==> src/rtl/core/force_heatmap_hsv_to_rgb_defines.svh <==
// Assertion macros for the force heat-map colorizer.
// Expects clk_i and rst_ni in the scope where a macro is used.
`ifndef FORCE_HEATMAP_HSV_TO_RGB_DEFINES_SVH
`define FORCE_HEATMAP_HSV_TO_RGB_DEFINES_SVH

// Check a property on every rising clock edge outside reset
`define FHSV_ASSERT(lbl, prop, msg) \
  lbl: assert property (@(posedge clk_i) disable iff (!rst_ni) (prop)) else $error(msg);

// Check that a condition never holds outside reset
`define FHSV_ASSERT_NEVER(lbl, cond, msg) \
  `FHSV_ASSERT(lbl, !(cond), msg)

`endif

==> src/rtl/core/fhsv_pkg.sv <==
// Shared constants and types of the force heat-map colorizer.
// No dependencies; imported by the divider cells, the color back end and the top level.
package fhsv_pkg;

  // Fraction bits of the normalized force and of the hue
  localparam int unsigned HUE_FRAC_BITS = 16;
  localparam int unsigned HueW          = HUE_FRAC_BITS;
  localparam int unsigned NormW         = HUE_FRAC_BITS + 1;

  // Fixed field widths
  localparam int unsigned ForceW = 32;
  localparam int unsigned SpanW  = 16;
  localparam int unsigned UnitW  = 9;
  localparam int unsigned ChanW  = 8;

  // Number of hue sectors
  localparam int unsigned Sectors = 6;

  // Configuration register indexes
  localparam int unsigned CfgIdxW = 4;
  localparam logic [CfgIdxW-1:0] CFG_MAX_FORCE  = CfgIdxW'(0);
  localparam logic [CfgIdxW-1:0] CFG_HUE_SPAN   = CfgIdxW'(1);
  localparam logic [CfgIdxW-1:0] CFG_SATURATION = CfgIdxW'(2);
  localparam logic [CfgIdxW-1:0] CFG_BRIGHTNESS = CfgIdxW'(3);

  // Register reset values
  localparam logic [ForceW-1:0] MAX_FORCE_RST  = ForceW'(65536);
  localparam logic [SpanW-1:0]  HUE_SPAN_RST   = SpanW'(42598);
  localparam logic [UnitW-1:0]  SATURATION_RST = UnitW'(256);
  localparam logic [UnitW-1:0]  BRIGHTNESS_RST = UnitW'(256);
  localparam logic [UnitW-1:0]  UNIT_FULL      = UnitW'(256);

  // Request traveling down the divider chain
  typedef struct packed {
    logic              vld;
    logic              full;
    logic [ForceW-1:0] rem;
    logic [HueW-1:0]   quo;
  } div_t;

  // Saturate a 1.0-based unit value to 1.0
  function automatic logic [UnitW-1:0] clamp_unit(input logic [UnitW-1:0] val);
    clamp_unit = (val > UNIT_FULL) ? UNIT_FULL : val;
  endfunction

endpackage

==> src/rtl/core/fhsv_div_cell.sv <==
// One cell of the restoring divider chain: one quotient bit per cell.
// Depends on fhsv_pkg for the chain request type.
module fhsv_div_cell (
  input  logic                        clk_i,
  input  logic                        rst_ni,
  input  logic                        en_i,
  input  logic [fhsv_pkg::ForceW-1:0] max_force_i,
  input  fhsv_pkg::div_t              req_i,
  output fhsv_pkg::div_t              req_o
);
  import fhsv_pkg::*;

  logic [ForceW:0]   rem2;
  logic              ge;
  logic [ForceW-1:0] rem_sub;
  logic              vld_q;
  logic              full_q;
  logic [ForceW-1:0] rem_q;
  logic [HueW-1:0]   quo_q;

  // Shift the remainder and try one subtraction
  always_comb begin
    rem2    = {req_i.rem, 1'b0};
    ge      = (rem2 >= {1'b0, max_force_i});
    rem_sub = ge ? ForceW'(rem2 - {1'b0, max_force_i}) : rem2[ForceW-1:0];
  end

  // Advance the valid flag
  always_ff @(posedge clk_i or negedge rst_ni) begin
    if (!rst_ni) begin
      vld_q <= 1'b0;
    end else if (en_i) begin
      vld_q <= req_i.vld;
    end
  end

  // Advance the payload
  always_ff @(posedge clk_i) begin
    if (en_i) begin
      full_q <= req_i.full;
      rem_q  <= rem_sub;
      quo_q  <= {req_i.quo[HueW-2:0], ge};
    end
  end

  assign req_o = '{vld: vld_q, full: full_q, rem: rem_q, quo: quo_q};

endmodule

==> config.mk <==
export PLATFORM = sky130hd
export DESIGN_NAME = fhsv_div_cell
export DESIGN_NICKNAME = d
export VERILOG_FILES = /design/src/rtl/core/force_heatmap_hsv_to_rgb_defines.svh /design/src/rtl/core/fhsv_pkg.sv /design/src/rtl/core/fhsv_div_cell.sv
export SDC_FILE = /design/constraint.sdc
export NUM_CORES = 1
export LEC_CHECK = 0
export ABC_CLOCK_PERIOD_IN_PS = 800
export BUFFER_PORTS_ARGS = -buffer_cell sky130_fd_sc_hd__buf_4
export CELL_PAD_IN_SITES_DETAIL_PLACEMENT = 0
export CELL_PAD_IN_SITES_GLOBAL_PLACEMENT = 2
export CORE_MARGIN = 3
export CORE_UTILIZATION = 28
export CTS_CLUSTER_SIZE = 12
export DETAILED_ROUTE_END_ITERATION = 6
export PLACE_DENSITY_LB_ADDON = 0.12
export RECOVER_POWER = 25
export SLEW_MARGIN = 25
export SYNTH_ARGS = -nofsm -noshare
export SYNTH_HDL_FRONTEND = slang
export SYNTH_SLANG_ARGS = --single-unit
==> constraint.sdc <==
create_clock -name clk_i -period 0.8 [get_ports clk_i]
set_input_delay 0.16 -clock clk_i [delete_from_list [all_inputs] [get_ports clk_i]]
set_output_delay 0.16 -clock clk_i [all_outputs]
set_load 0.05 [all_outputs]
# Word level (Yosys, flattened, before mapping)
# Index checks and enable logic that the tools add are counted.
# totals
n_memories	0
input_bits	85
latch_bits	0
ff_bits	50
out_inout_bits	50
romBits	0
wordCells	8
ram_bits	0
# op_classes
reduce_logical	0
add_sub_neg	1
bitwise	0
mul	0
shifts	0
div	0
magnitude_cmp	1
n_eq_ne	0
muxes	1
# op_table
op	n
$ge 33x32->1	1
$mux 32	1
$sub 32x32->32	1

# Longest topological paths before layout
# depth
depth_word	2
depth_mapped	14

# Worst setup path before layout
# Ideal clock, no wire load.
# synth_path
path_kind	input-to-reg
startpoint	input max_force_i[10] (netlist name)
endpoint	register rem_q[10], data pin
path_buffers	2
arrival_ns	2.622
slack_ns	-2.082
cell_stages	13
t_required_ns	0.540
path_cell_list	inv_1 ha_1 a211oi_2 nor2_1 or4b_4 o2111ai_2 a21oi_2 o21ai_4 and3_4 buf_12 inv_8 buf_12 mux2_4
# synth_between
elab_chain_cells	2
# synth_rtl
element	line	text
from (decl)	fhsv_div_cell.sv:7	input logic [fhsv_pkg::ForceW-1:0] max_force_i,
$sub 32x32->32 / $ge 33x32->1 (equally long branches)	fhsv_div_cell.sv:25, fhsv_div_cell.sv:24	
$mux 32 (*)	fhsv_div_cell.sv:25	rem_sub = ge ? ForceW'(rem2 - {1'b0, max_force_i}) : rem2[ForceW-1:0];
via rem_sub[10]	fhsv_div_cell.sv:15	logic [ForceW-1:0] rem_sub;
to (signal assigned)	fhsv_div_cell.sv:41	rem_q <= rem_sub;
to (decl)	fhsv_div_cell.sv:18	logic [ForceW-1:0] rem_q;
# The timed path passes the listed nets; every way through them passes the cells marked *.
# A chain may end at the register's enable or synchronous reset.

# Worst setup path after layout
# layout_path
startpoint	input max_force_i[10] (netlist name)
endpoint	register rem_q[12], data pin
# The elaborated chain is that of the path after synthesis.

==> flow_summary.ini <==
[outcome]
status = finished, violations left
violations = negative setup slack

[placement]
port-buffer-count = 133
dp_slack_ps = -2030
dp.final_hpwl_um = 9310
place_area_um2 = 6120
routabilityCongestion = 0.798

[job]
maxCapViolations = 0

[setup_path]
arrival_ps = 2550
start_kind = input pin
cp-end-kind = register
required_ps = 850
cp_max_fo = 7
reg2reg_setup_slack_ps = 40
critPathKind = input pin to register

[logic_synthesis]
syn_inst = 373
synth-edff-count = 49
syn_nets = 491
synth_common_cells = edfxtp_1, inv_1, ha_1
yosys.area.top_type_share_pct = 37.3
synthFlopType = edfxtp_1
synthArstFlopShare_pct = 2.00
yosys.area.top_type = edfxtp_1
yosysMostFrequentCell = edfxtp_1
synth_area_leaders = edfxtp_1, ha_1, mux2_4
synth-seq-area-share_pct = 38.0
synthesis.area_um2 = 3940
synthDistinctLibCells = 58
synth_seq_cells = 50
avgSynthCellArea_um2 = 10.6
ys_warn_count = 0

[sta]
slew_headroom_pct = 73.2
max_freq_mhz = 401
worstMarginPinSlew_ps = 398
setup_ws_ps = -1690
fin_crit_sh_pct = 311
finalHoldViolCount = 0
drv_slew = 0
whs_ps = 49.9
finClkSkew_ps = 0
period_needed_ps = 2490
setup_violations = 83
rsz0062_at_grt = yes

[global_route]
grt_use_total_pct = 15.3
globalRouteOverflowTotal = 0
grt_max_degree = 29
grt_pass1_wl_um = 19500
antenna_found_initial = 0
grt_pass1_vias = 3920

[cells_and_area]
finish.utilization_pct = 49.4
drive_gt1_share_pct = 52.8
diodes = 0
synthToLayoutAreaGrowth_pct = 69.4
nets = 750
final_cell_area_um2 = 6680

[clocking]
clockBufferDepth = 2
cts_sinks = 50
clock-root-buffer = clkbuf_16
cts_buffers = 5
clkTransAtPathRegs_ps = 80
clkLatencyLatePin_ps = 300
cts_tree = yes
htreeDepth = 2

[drt]
viasPerCell = 4.63
totalWireLength_um = 12000
drc = 0
firstDrtPassIters = 4
drtIter0Drc = 115
postRouteAntennaNets = 0
via_count = 3747
wl_per_cell_um = 14.8

[power_and_ir_drop]
irDropWorstVdd_mv = 0.811
leakage_uw = 0.00313
p_per_area_nw_per_um2 = 1740

[die]
num_rows = 42
ioPinCount = 135
start_util_pct = 29.2
die-area_um2 = 15500
coreArea_um2 = 13500
die_y_um = 125
die_w_um = 125

[min_path]
hold_path.class = input pin to register
[layout by cell type (no fill, tap or decap), drive strengths merged, types with 18 or more instances in the layout]
master	count
inv	39
a21oi	24
o21ai	20
ha	32
clkbuf	21
mux2	28
nor2	18
buf	248
edfxtp	49
[cell families after synthesis]
family	Yosys count	synth area share, %
AO/OA/AOI/OAI	102	17.8
XOR/XNOR	25	5.56
adder cells (fa/ha/maj)	33	10.7
buffers and inverters	51	6.48
flip-flops	50	38.0
multiplexers	30	10.3
AND/OR/NAND/NOR	82	11.1
[area by class of cell]
class                      instances  area (µm²)
clock buffer                       5         125
clock inverter                     3        48.8
fill                            1277        6830
inverter                          36         164
multi-input combinational        272        2360
sequential                        50        1500
tap                              176         220
timing repair buffer             265        2240
timing repair inverter             2        20.0
[stage by stage]
stage                     instances  setup TNS [ps]  power [µW]
after CTS                       809          -66010       11700
after global placement          794          -65080        8600
after floorplan                 373          -59490        6660
after global routing            809          -70300       12200
after detailed placement        794          -65760        8630
final                           809          -65370       11600
[what timing repair did]
action,4_1_cts,5_1_grt
endpoints found under the setup margin,83,83
pin swaps,5,0
gates cloned,2,0
hold buffers,1,0
buffers inserted,4,0
endpoints found under the hold margin,1,0
resized for setup,71,4
[sequential cells by signal, indices dropped and copies added, names as in the netlist]
signal,flops
rem_q,32
full_q,1
quo_q,16
vld_q,1
[final timing paths]
path                                    from                  end  depth (start not counted)
hold / removal                      req_i[9]  quo_q[10]$_DFFE_PP_                          1
min in group asynchronous             rst_ni    vld_q$_DFFE_PN0P_                          2
setup / recovery             max_force_i[10]  rem_q[12]$_DFFE_PP_                         13
hold reg to reg            vld_q$_DFFE_PN0P_    vld_q$_DFFE_PN0P_                          1
setup reg to reg           vld_q$_DFFE_PN0P_    vld_q$_DFFE_PN0P_                          1
max in group asynchronous             rst_ni    vld_q$_DFFE_PN0P_                          2
[worst max-delay path: stages]
cell,delay [ps]
buf_8,90
inv_12,30
ha_4,230
a211oi_4,240
nor2_2,80
or4b_4,520
o2111ai_4,240
a21oi_4,100
o21ai_4,130
and3_4,230
buf_6,150
inv_16,50
mux2_4,290
[power by group]
part           internal, µW  switching, µW  total, µW
clock network          1500           1090       2590
logic                  2690           2840       5530
registers              3330            167       3500
total                  7520           4100      11600
[routing by layer]
metal | vias up | track usage, % | wire length (µm)
met5 | - | 0 | 0
met4 | 0 | 3.48 | 125
met3 | 9 | 3.39 | 534
met2 | 87 | 26.4 | 5790
met1 | 1745 | 19.7 | 5510
li1 | 1906 | - | -
Note: power is estimated with default switching activity, not from simulation.
