--- config.mk ---
export PLATFORM = sky130hd
export DESIGN_NAME = fhsv_color
export DESIGN_NICKNAME = d
export VERILOG_FILES = /design/src/rtl/core/force_heatmap_hsv_to_rgb_defines.svh /design/src/rtl/core/fhsv_pkg.sv /design/src/rtl/core/fhsv_color.sv
export SDC_FILE = /design/constraint.sdc
export NUM_CORES = 2
export LEC_CHECK = 0
export ABC_AREA = 1
export BUFFER_PORTS_ARGS = -buffer_cell sky130_fd_sc_hd__buf_2
export CORE_ASPECT_RATIO = 2
export CORE_MARGIN = 2
export CORE_UTILIZATION = 45
export DETAILED_ROUTE_END_ITERATION = 8
export SYNTH_ARGS = -nofsm -noshare
export SYNTH_HDL_FRONTEND = slang
export SYNTH_SLANG_ARGS = --single-unit
--- constraint.sdc ---
create_clock -name clk_i -period 6.9 [get_ports clk_i]
set_clock_uncertainty 0.15 [all_clocks]
set_input_delay 1.38 -clock clk_i [delete_from_list [all_inputs] [get_ports clk_i]]
set_output_delay 1.38 -clock clk_i [all_outputs]
set_load 0.05 [all_outputs]
--- src/rtl/core/force_heatmap_hsv_to_rgb_defines.svh ---
// Assertion macros for the force heat-map colorizer.
// Expects clk_i and rst_ni in the scope where a macro is used.
`ifndef FORCE_HEATMAP_HSV_TO_RGB_DEFINES_SVH
`define FORCE_HEATMAP_HSV_TO_RGB_DEFINES_SVH

// Check a property on every rising clock edge outside reset
`define FHSV_ASSERT(lbl, prop, msg) \
  lbl: assert property (@(posedge clk_i) disable iff (!rst_ni) (prop)) else $error(msg);

// Check that a condition never holds outside reset
`define FHSV_ASSERT_NEVER(lbl, cond, msg) \
  `FHSV_ASSERT(lbl, !(cond), msg)

`endif

--- src/rtl/core/fhsv_pkg.sv ---
// Shared constants and types of the force heat-map colorizer.
// No dependencies; imported by the divider cells, the color back end and the top level.
package fhsv_pkg;

  // Fraction bits of the normalized force and of the hue
  localparam int unsigned HUE_FRAC_BITS = 16;
  localparam int unsigned HueW          = HUE_FRAC_BITS;
  localparam int unsigned NormW         = HUE_FRAC_BITS + 1;

  // Fixed field widths
  localparam int unsigned ForceW = 32;
  localparam int unsigned SpanW  = 16;
  localparam int unsigned UnitW  = 9;
  localparam int unsigned ChanW  = 8;

  // Number of hue sectors
  localparam int unsigned Sectors = 6;

  // Configuration register indexes
  localparam int unsigned CfgIdxW = 4;
  localparam logic [CfgIdxW-1:0] CFG_MAX_FORCE  = CfgIdxW'(0);
  localparam logic [CfgIdxW-1:0] CFG_HUE_SPAN   = CfgIdxW'(1);
  localparam logic [CfgIdxW-1:0] CFG_SATURATION = CfgIdxW'(2);
  localparam logic [CfgIdxW-1:0] CFG_BRIGHTNESS = CfgIdxW'(3);

  // Register reset values
  localparam logic [ForceW-1:0] MAX_FORCE_RST  = ForceW'(65536);
  localparam logic [SpanW-1:0]  HUE_SPAN_RST   = SpanW'(42598);
  localparam logic [UnitW-1:0]  SATURATION_RST = UnitW'(256);
  localparam logic [UnitW-1:0]  BRIGHTNESS_RST = UnitW'(256);
  localparam logic [UnitW-1:0]  UNIT_FULL      = UnitW'(256);

  // Request traveling down the divider chain
  typedef struct packed {
    logic              vld;
    logic              full;
    logic [ForceW-1:0] rem;
    logic [HueW-1:0]   quo;
  } div_t;

  // Saturate a 1.0-based unit value to 1.0
  function automatic logic [UnitW-1:0] clamp_unit(input logic [UnitW-1:0] val);
    clamp_unit = (val > UNIT_FULL) ? UNIT_FULL : val;
  endfunction

endpackage

--- src/rtl/core/fhsv_color.sv ---
// Color back end: hue from the normalized force, sector split, p/q/t channels, RGB select.
// Depends on fhsv_pkg for widths and constants.
module fhsv_color (
  input  logic                        clk_i,
  input  logic                        rst_ni,
  input  logic                        en_i,
  input  logic                        vld_i,
  input  logic [fhsv_pkg::NormW-1:0]  norm_i,
  input  logic [fhsv_pkg::SpanW-1:0]  hue_span_i,
  input  logic [fhsv_pkg::UnitW-1:0]  sat_i,
  input  logic [fhsv_pkg::UnitW-1:0]  bri_i,
  output logic                        vld_o,
  output logic [fhsv_pkg::ChanW-1:0]  red_o,
  output logic [fhsv_pkg::ChanW-1:0]  green_o,
  output logic [fhsv_pkg::ChanW-1:0]  blue_o
);
  import fhsv_pkg::*;

  localparam int unsigned HueProdW = NormW + SpanW;
  localparam int unsigned H6W      = HueW + 3;
  localparam int unsigned XW       = HueW + 9;
  localparam int unsigned VvW      = 17;
  localparam int unsigned PW       = XW + VvW;
  localparam logic [NormW-1:0] ONE        = NormW'(1) << HueW;
  localparam logic [XW-1:0]    UNIT_SCALE = XW'(1) << (HueW + 8);

  logic              vld_a_q, vld_b_q, vld_c_q, vld_d_q, vld_e_q;
  logic [HueW-1:0]   hue_a_q;
  logic [2:0]        sec_b_q, sec_c_q, sec_d_q;
  logic [HueW-1:0]   frac_b_q;
  logic [XW-1:0]     fs_c_q;
  logic [ChanW-1:0]  p_d_q, q_d_q, t_d_q;
  logic [ChanW-1:0]  red_q, green_q, blue_q;

  logic [NormW-1:0]  one_minus_n;
  logic [HueProdW-1:0] hue_prod;
  logic [H6W-1:0]    h6;
  logic [XW-1:0]     fs;
  logic [XW-1:0]     sone, xp, xq, xt;
  logic [VvW-1:0]    vv;
  logic [PW-1:0]     pp, pq, pt;
  logic [ChanW-1:0]  vc;

  // Hue = (1 - n) * span
  always_comb begin
    one_minus_n = ONE - norm_i;
    hue_prod    = HueProdW'(one_minus_n) * HueProdW'(hue_span_i);
  end

  // Six sectors
  assign h6 = H6W'(hue_a_q) * H6W'(Sectors);

  // Sector fraction times saturation
  assign fs = XW'(frac_b_q) * XW'(sat_i);

  // Channel levels scaled by 255 * V
  always_comb begin
    vv   = VvW'(bri_i) * VvW'(255);
    vc   = vv[15:8];
    sone = XW'(sat_i) << HueW;
    xp   = UNIT_SCALE - sone;
    xq   = UNIT_SCALE - fs_c_q;
    xt   = UNIT_SCALE - (sone - fs_c_q);
    pp   = PW'(vv) * PW'(xp);
    pq   = PW'(vv) * PW'(xq);
    pt   = PW'(vv) * PW'(xt);
  end

  // Advance the valid flags
  always_ff @(posedge clk_i or negedge rst_ni) begin
    if (!rst_ni) begin
      vld_a_q <= 1'b0;
      vld_b_q <= 1'b0;
      vld_c_q <= 1'b0;
      vld_d_q <= 1'b0;
      vld_e_q <= 1'b0;
    end else if (en_i) begin
      vld_a_q <= vld_i;
      vld_b_q <= vld_a_q;
      vld_c_q <= vld_b_q;
      vld_d_q <= vld_c_q;
      vld_e_q <= vld_d_q;
    end
  end

  // Advance the payload and pick the channel order of the sector
  always_ff @(posedge clk_i) begin
    if (en_i) begin
      hue_a_q  <= hue_prod[HueW+15:16];
      sec_b_q  <= h6[H6W-1:HueW];
      frac_b_q <= h6[HueW-1:0];
      sec_c_q  <= sec_b_q;
      fs_c_q   <= fs;
      sec_d_q  <= sec_c_q;
      p_d_q    <= pp[HueW+23:HueW+16];
      q_d_q    <= pq[HueW+23:HueW+16];
      t_d_q    <= pt[HueW+23:HueW+16];
      case (sec_d_q)
        3'd0: begin red_q <= vc;    green_q <= t_d_q; blue_q <= p_d_q; end
        3'd1: begin red_q <= q_d_q; green_q <= vc;    blue_q <= p_d_q; end
        3'd2: begin red_q <= p_d_q; green_q <= vc;    blue_q <= t_d_q; end
        3'd3: begin red_q <= p_d_q; green_q <= q_d_q; blue_q <= vc;    end
        3'd4: begin red_q <= t_d_q; green_q <= p_d_q; blue_q <= vc;    end
        default: begin red_q <= vc; green_q <= p_d_q; blue_q <= q_d_q; end
      endcase
    end
  end

  assign vld_o   = vld_e_q;
  assign red_o   = red_q;
  assign green_o = green_q;
  assign blue_o  = blue_q;

endmodule

# ---- Word-level counts from Yosys, hierarchy flattened
# Cells that the tools add are included.
# Widths: inputs -> output; s select.
dict set report op_classes {
  add_sub_neg 5
  n_mul 7
  div 0
  magnitude_cmp 0
  n_eq_ne 4
  shift 0
  muxes 3
  bitwise_logic 0
  reduce_logical 5
}
# cell count
set ops {}
lappend ops {{$mul 17x25->40} 3}
lappend ops {{$sub 25x25->25 const A} 3}
lappend ops {{$pmux 8 s3} 3}
lappend ops {{$mul 17x16->32} 1}
lappend ops {{$sub 25x25->25} 1}
lappend ops {{$mul 15x9->24} 1}
lappend ops {{$mul 16x2->18 const B} 1}
lappend ops {{$mul 9x8->17 const B} 1}
lappend ops {{$sub 17x17->17 const A} 1}
lappend ops {{$reduce_or 2->1} 4}
lappend ops {{$eq 3x2->1 const B} 2}
lappend ops {{$eq 3x1->1 const B} 1}
lappend ops {{$eq 3x3->1 const B} 1}
lappend ops {{$logic_not 3->1} 1}
dict set report word_totals {
  regBits 118
  latchBits 0
  ramBits 0
  rom_bits 0
  inputBits 55
  output_inout_bits 25
  word_cells 41
  n_memories 0
}

# ---- Longest topological paths before layout
dict set report depth {
  depth_word 3
  depth_mapped 43
  mapped_depth_nobuf 42
}

# ---- Least setup slack after synthesis
# No wires, ideal clock.
dict set report synth_path {
  path_kind {input port to flip-flop}
  startpoint {input bri_i[7] (netlist name)}
  endpoint {register t_d_q[5], data pin}
  setup_ns 0.259
  arrival_time_ns 9.425
  t_required_ns 6.491
  setup_slack_ns -2.933
  cell_stages 38
  n_path_buf 1
  path_cell_list {inv_1 -> fa_1 -> inv_1 -> fa_1 -> inv_1 -> fa_1 -> fa_1 -> inv_1 -> ha_1 -> a21oi_1 -> o21ai_1 -> a21oi_1 -> o21bai_1 -> or2_2 -> nand2_1 -> clkbuf_1 -> nor2_1 -> fa_1 -> [... 2 more ...] -> inv_1 -> fa_1 -> inv_1 -> fa_1 -> inv_1 -> fa_1 -> inv_1 -> fa_1 -> inv_1 -> ha_1 -> a21oi_1 -> a21boi_0 -> nand2_1 -> a211oi_1 -> nand2_1 -> nand2_1 -> nand2_1 -> xor2_1}
}
dict set report synth_between {
  elab_chain_cells 2
}
# item line_no
set synth_rtl {}
lappend synth_rtl {{start, declared} fhsv_color.sv:11} ;# input logic [fhsv_pkg::UnitW-1:0] bri_i,
lappend synth_rtl {{$mul 9x8->17} fhsv_color.sv:58} ;# vv = VvW'(bri_i) * VvW'(255);
lappend synth_rtl {{$mul 17x25->40} fhsv_color.sv:66} ;# pt = PW'(vv) * PW'(xt);
lappend synth_rtl {{via pt[37]} fhsv_color.sv:41} ;# logic [PW-1:0] pp, pq, pt;
lappend synth_rtl {{end signal, assigned} fhsv_color.sv:97} ;# t_d_q <= pt[HueW+23:HueW+16];
lappend synth_rtl {{end, declared} fhsv_color.sv:32} ;# logic [ChanW-1:0] p_d_q, q_d_q, t_d_q;
# The timed path passes the listed nets, and every way through them passes these cells.
# A chain may end at the register's enable or synchronous reset.

# ---- Worst setup path after layout
dict set report layout_path {
  startpoint {input bri_i[7] (netlist name)}
  endpoint {register q_d_q[6], data pin}
}
dict set report layout_between {
  elab_chain_cells 2
}
# item line_no
set layout_rtl {}
lappend layout_rtl {{$mul 9x8->17} fhsv_color.sv:58}
lappend layout_rtl {{$mul 17x25->40} fhsv_color.sv:65} ;# pq = PW'(vv) * PW'(xq);
lappend layout_rtl {{via pq[38]} fhsv_color.sv:41}
lappend layout_rtl {{end signal, assigned} fhsv_color.sv:96} ;# q_d_q <= pq[HueW+23:HueW+16];
lappend layout_rtl {{end, declared} fhsv_color.sv:32}
# The timed path passes the listed nets, and every way through them passes these cells.

==> results <==
- The worst hold path class is reg -> reg.
- The number of sinks on the clock net is between 100 and 150.
- The synthesis-stage register bit count is 117.
- The detail-routed net length per standard cell is between 20 and 25 µm.
- The final max-slew violation count is 0.
- The period utilization is 140%.
- The first detailed-routing pass took 6 iterations.
- The number of enable flip-flop cells after synthesis is approximately 110.
- For this configuration, the core starts out at a cell density of a little under half.
- Setup repair after global routing could not meet its margin everywhere.
- Clock tree synthesis inserted a total of 17 buffers.
- The routed wire length is approximately 180 mm.
- The critical setup path kind is in -> reg.
- Routability-driven placement finished with a final weighted congestion of ~0.98.
- The cell sitting at the root of the clock tree is a clkbuf_16.
- Static timing analysis puts the maximum clock frequency at slightly above 0.1 GHz.
- The cell area after synthesis is approximately 52000 µm².
- The post-layout minimum cycle time is about 9600 ps.
- The first global-routing pass estimated 279 mm of wire.
- The critical path data required time is approximately 7000 ps.
- In the final design database the tool counted 9058 nets.
- Setup slack on the critical path of the routed design comes to -2730 ps.
- Global routing consumed, over all layers together, a little under a third of the routing resources.
- The TritonCTS clock tree is done.
- The critical path endpoint category is a flip-flop.
- The filler-free cell count of the finished design is ~8900.
- The initial antenna violation count is 2.
- The insertion delay of the later-clocked pin in the worst-skew pair is 470 ps.
- The data arrival time of the critical path is around 9700 ps.
- Global routing finished with a remaining overflow of 0.
- The number of maximum-capacitance constraint violations is 0.
- The growth of design area from synthesis to finish is 26.5%.
- The via total after detailed routing is between 40000 and 50000.
- The share of final-layout standard cells stronger than drive strength 1 is about a quarter.
- The post-route core utilization is a little under three fifths.
- The tightest hold path in the finished design has a slack of around 270 ps.
- For the pin with the worst max-slew slack, the measured transition is approximately 920 ps.
- The post-synth net total is between 8000 and 9000.
- The nature of the critical path startpoint is an input port.
- For this run, the slowest stage of the critical path takes around 550 ps.
- For the worst flop-to-flop path, the logic depth is 32.
- Once placement completed, the tool counted placed cells totaling slightly below 9000.
- The worst hold path passes through 0 cells.
- In the synthesized netlist, the number of instances is about 6500.
- The H-tree was split into 4 levels.
- The fraction of synthesis flops using an asynchronous set or reset pin is roughly 4.3%.
- The die height is about 480 µm.
- Setup violations remaining at the end of the flow were counted as 40.
- The final design area excluding fillers is roughly 66000 µm².
- Entering global routing, the biggest net connects between 70 and 80 pins.
- The number of distinct library cell variants in the gate-level netlist after synthesis is 69.
- The overall die width is about 240 µm.
- After detailed routing, the number of remaining DRC violations is 0.
- The synthesized area per cell is 8.00 µm².
- In the post-synthesis netlist, the biggest area contributors are fa_1, ha_1, inv_1.
- The number of global-route vias before repair came to between 50000 and 60000.
- The most prevalent standard cell on the critical path is fa_1.
- The clock transition at the register clock pins on the worst setup and hold paths after CTS is around 70 ps.
- The library cell contributing the largest single delay on the critical path is fa_1.
- The initialized floorplan defines between 150 and 200 standard-cell rows.
- The area of the die is between 100000 and 150000 µm².
- The tightest slew margin relative to the limit is between 30% and 40%.
- Sequential elements use between 6 and 7% of the synthesized area.
- Summing all placed instances gives a cell area of 61500 µm².
- The detailed placer's ending HPWL is 155 mm.
- After the first detailed-routing iteration, the DRC count stood at ~2200.
- The dominant register cell in the synthesized netlist is edfxtp_1.
- The biggest area contributor in the post-synthesis netlist is fa_1.
- The cts-stage hold buffer count is 0.
- The clock passes through at most 2 buffers.
- In the routed layout, each cell is associated on average with a via count of ~5.1.
- The count of nets left with antenna violations once routing finished came out at 0.
- The run finished, with violations left.
- Of all nets on the critical path, the largest fanout is 7.
- The repair_antennas step left the layout with diodes totalling 0.
- The top cell type by area accounts for a little over two fifths of the synthesized area.
- The region available for standard cell placement spans 115000 µm².
- In this run the tool buffered the top-level ports with 79 buffer cells.
- The checks that failed: negative setup slack.
- The hold violation total from the final report came to 0.
- Pin placement for this block handled 80 I/O pins.
- For this run, the number of Yosys warnings is 0.
synthesized netlist by cell type (7+ instances only):
library cell and instances:
inv_2 27, or2_2 20, xnor2_1 31, nand3_1 116
nor4_1 10, xor2_1 70, a21boi_0 7, nor2_2 9
o21ai_1 14, a21oi_1 184, clkbuf_1 167, buf_2 34
nor3_1 28, a31oi_1 13, buf_1 14, inv_1 1704
nand3_2 22, clkinv_1 8, or2_1 13, edfxtp_1 112
a21o_1 18, o21ai_0 97, nand2_2 10, nand4_1 51
ha_1 532, nor2_1 498, fa_1 1087, o21a_1 10
a211oi_1 8, o21bai_1 12, nand2_1 1498
timing repair:
action / 4_1_cts / 5_1_grt
setup buffers: 83 / 45
setup endpoints to repair: 40 / 40
resized for setup: 391 / 256
gates cloned: 2 / 4
pin swaps: 200 / 160
kinds of logic (layout without fill, tap and decap cells):
family / count (synthesis) / count (layout) / synth area share [%]
AOI/OAI and AO/OA: 403 / 403 / 4.50
xor gates and xnor gates: 104 / 104 / 1.82
adders and majority gates: 1619 / 1619 / 54.6
buffers and inverters: 1963 / 2856 / 14.4
DFF: 117 / 117 / 6.71
muxes: 1 / 1 / 0.0217
and+or+nand+nor: 2297 / 2297 / 18.0
worst max-delay path: cells and delay by family:
family	cells	cell delay (ps)
AO/OA/AOI/OAI	8	1070
XOR/XNOR	1	170
adder cells (fa/ha/maj)	12	5630
buffers and inverters	13	950
AND/OR/NAND/NOR	4	450
registers in the layout, indices dropped and copies added (netlist names), 3 cells and up:
signal and count:
blue_o 8, frac_b_q 15, fs_c_q 24, green_o 8
hue_a_q 16, p_d_q 8, q_d_q 8, red_o 8
sec_b_q 3, sec_c_q 3, sec_d_q 3, t_d_q 8
routing by layer:
layer  GRT usage, %  vias up  routed length [µm]
li1               -    20800                   -
met2           60.9     1413               99600
met1           27.3    22900               53200
met3           3.40      764                7000
met5              0        -                  13
met4           29.4        2               22200
cell usage in the layout, fill, tap and decap left out, types with 51 or more instances in the layout:
cell      instances
xor2_1           65
a21oi_1         117
nand2_2          74
buf_12           74
edfxtp_1        112
nand4_1          51
nor2_1          444
ha_4             73
buf_2            70
nand3_1         100
buf_4           867
buf_6            55
ha_1            455
inv_2            88
fa_1           1043
nand2_1        1403
inv_1          1631
stage by stage:
step | TNS (ps) | worst slack, ps
global route | -83010 | -2970
global placement | -93980 | -3300
detailed placement | -95660 | -3340
finish | -73980 | -2730
floorplan | -62610 | -2550
CTS | -67500 | -2660
worst paths after layout:
kind                       startpoint    endpoint  slack, ps
hold reg to reg            sec_c_q[2]  sec_d_q[2]        270
setup / recovery             bri_i[7]    q_d_q[6]      -2730
hold / removal             sec_c_q[2]  sec_d_q[2]        270
min in group asynchronous      rst_ni     vld_d_q        560
max in group asynchronous      rst_ni     vld_c_q       5910
setup reg to reg            fs_c_q[5]    t_d_q[3]       -750
cell type report:
cell class | instances | area, µm²
Sequential cell | 117 | 3490
Inverter | 1739 | 6620
Timing Repair Buffer | 1085 | 9290
Multi-Input combinational cell | 4424 | 43900
Clock inverter | 8 | 104
Fill cell | 10600 | 49000
Tap cell | 1513 | 1890
Clock buffer | 24 | 482
Power is not shown: default switching activity piles up to over one toggle a cycle in this logic, so the estimate is an artifact.
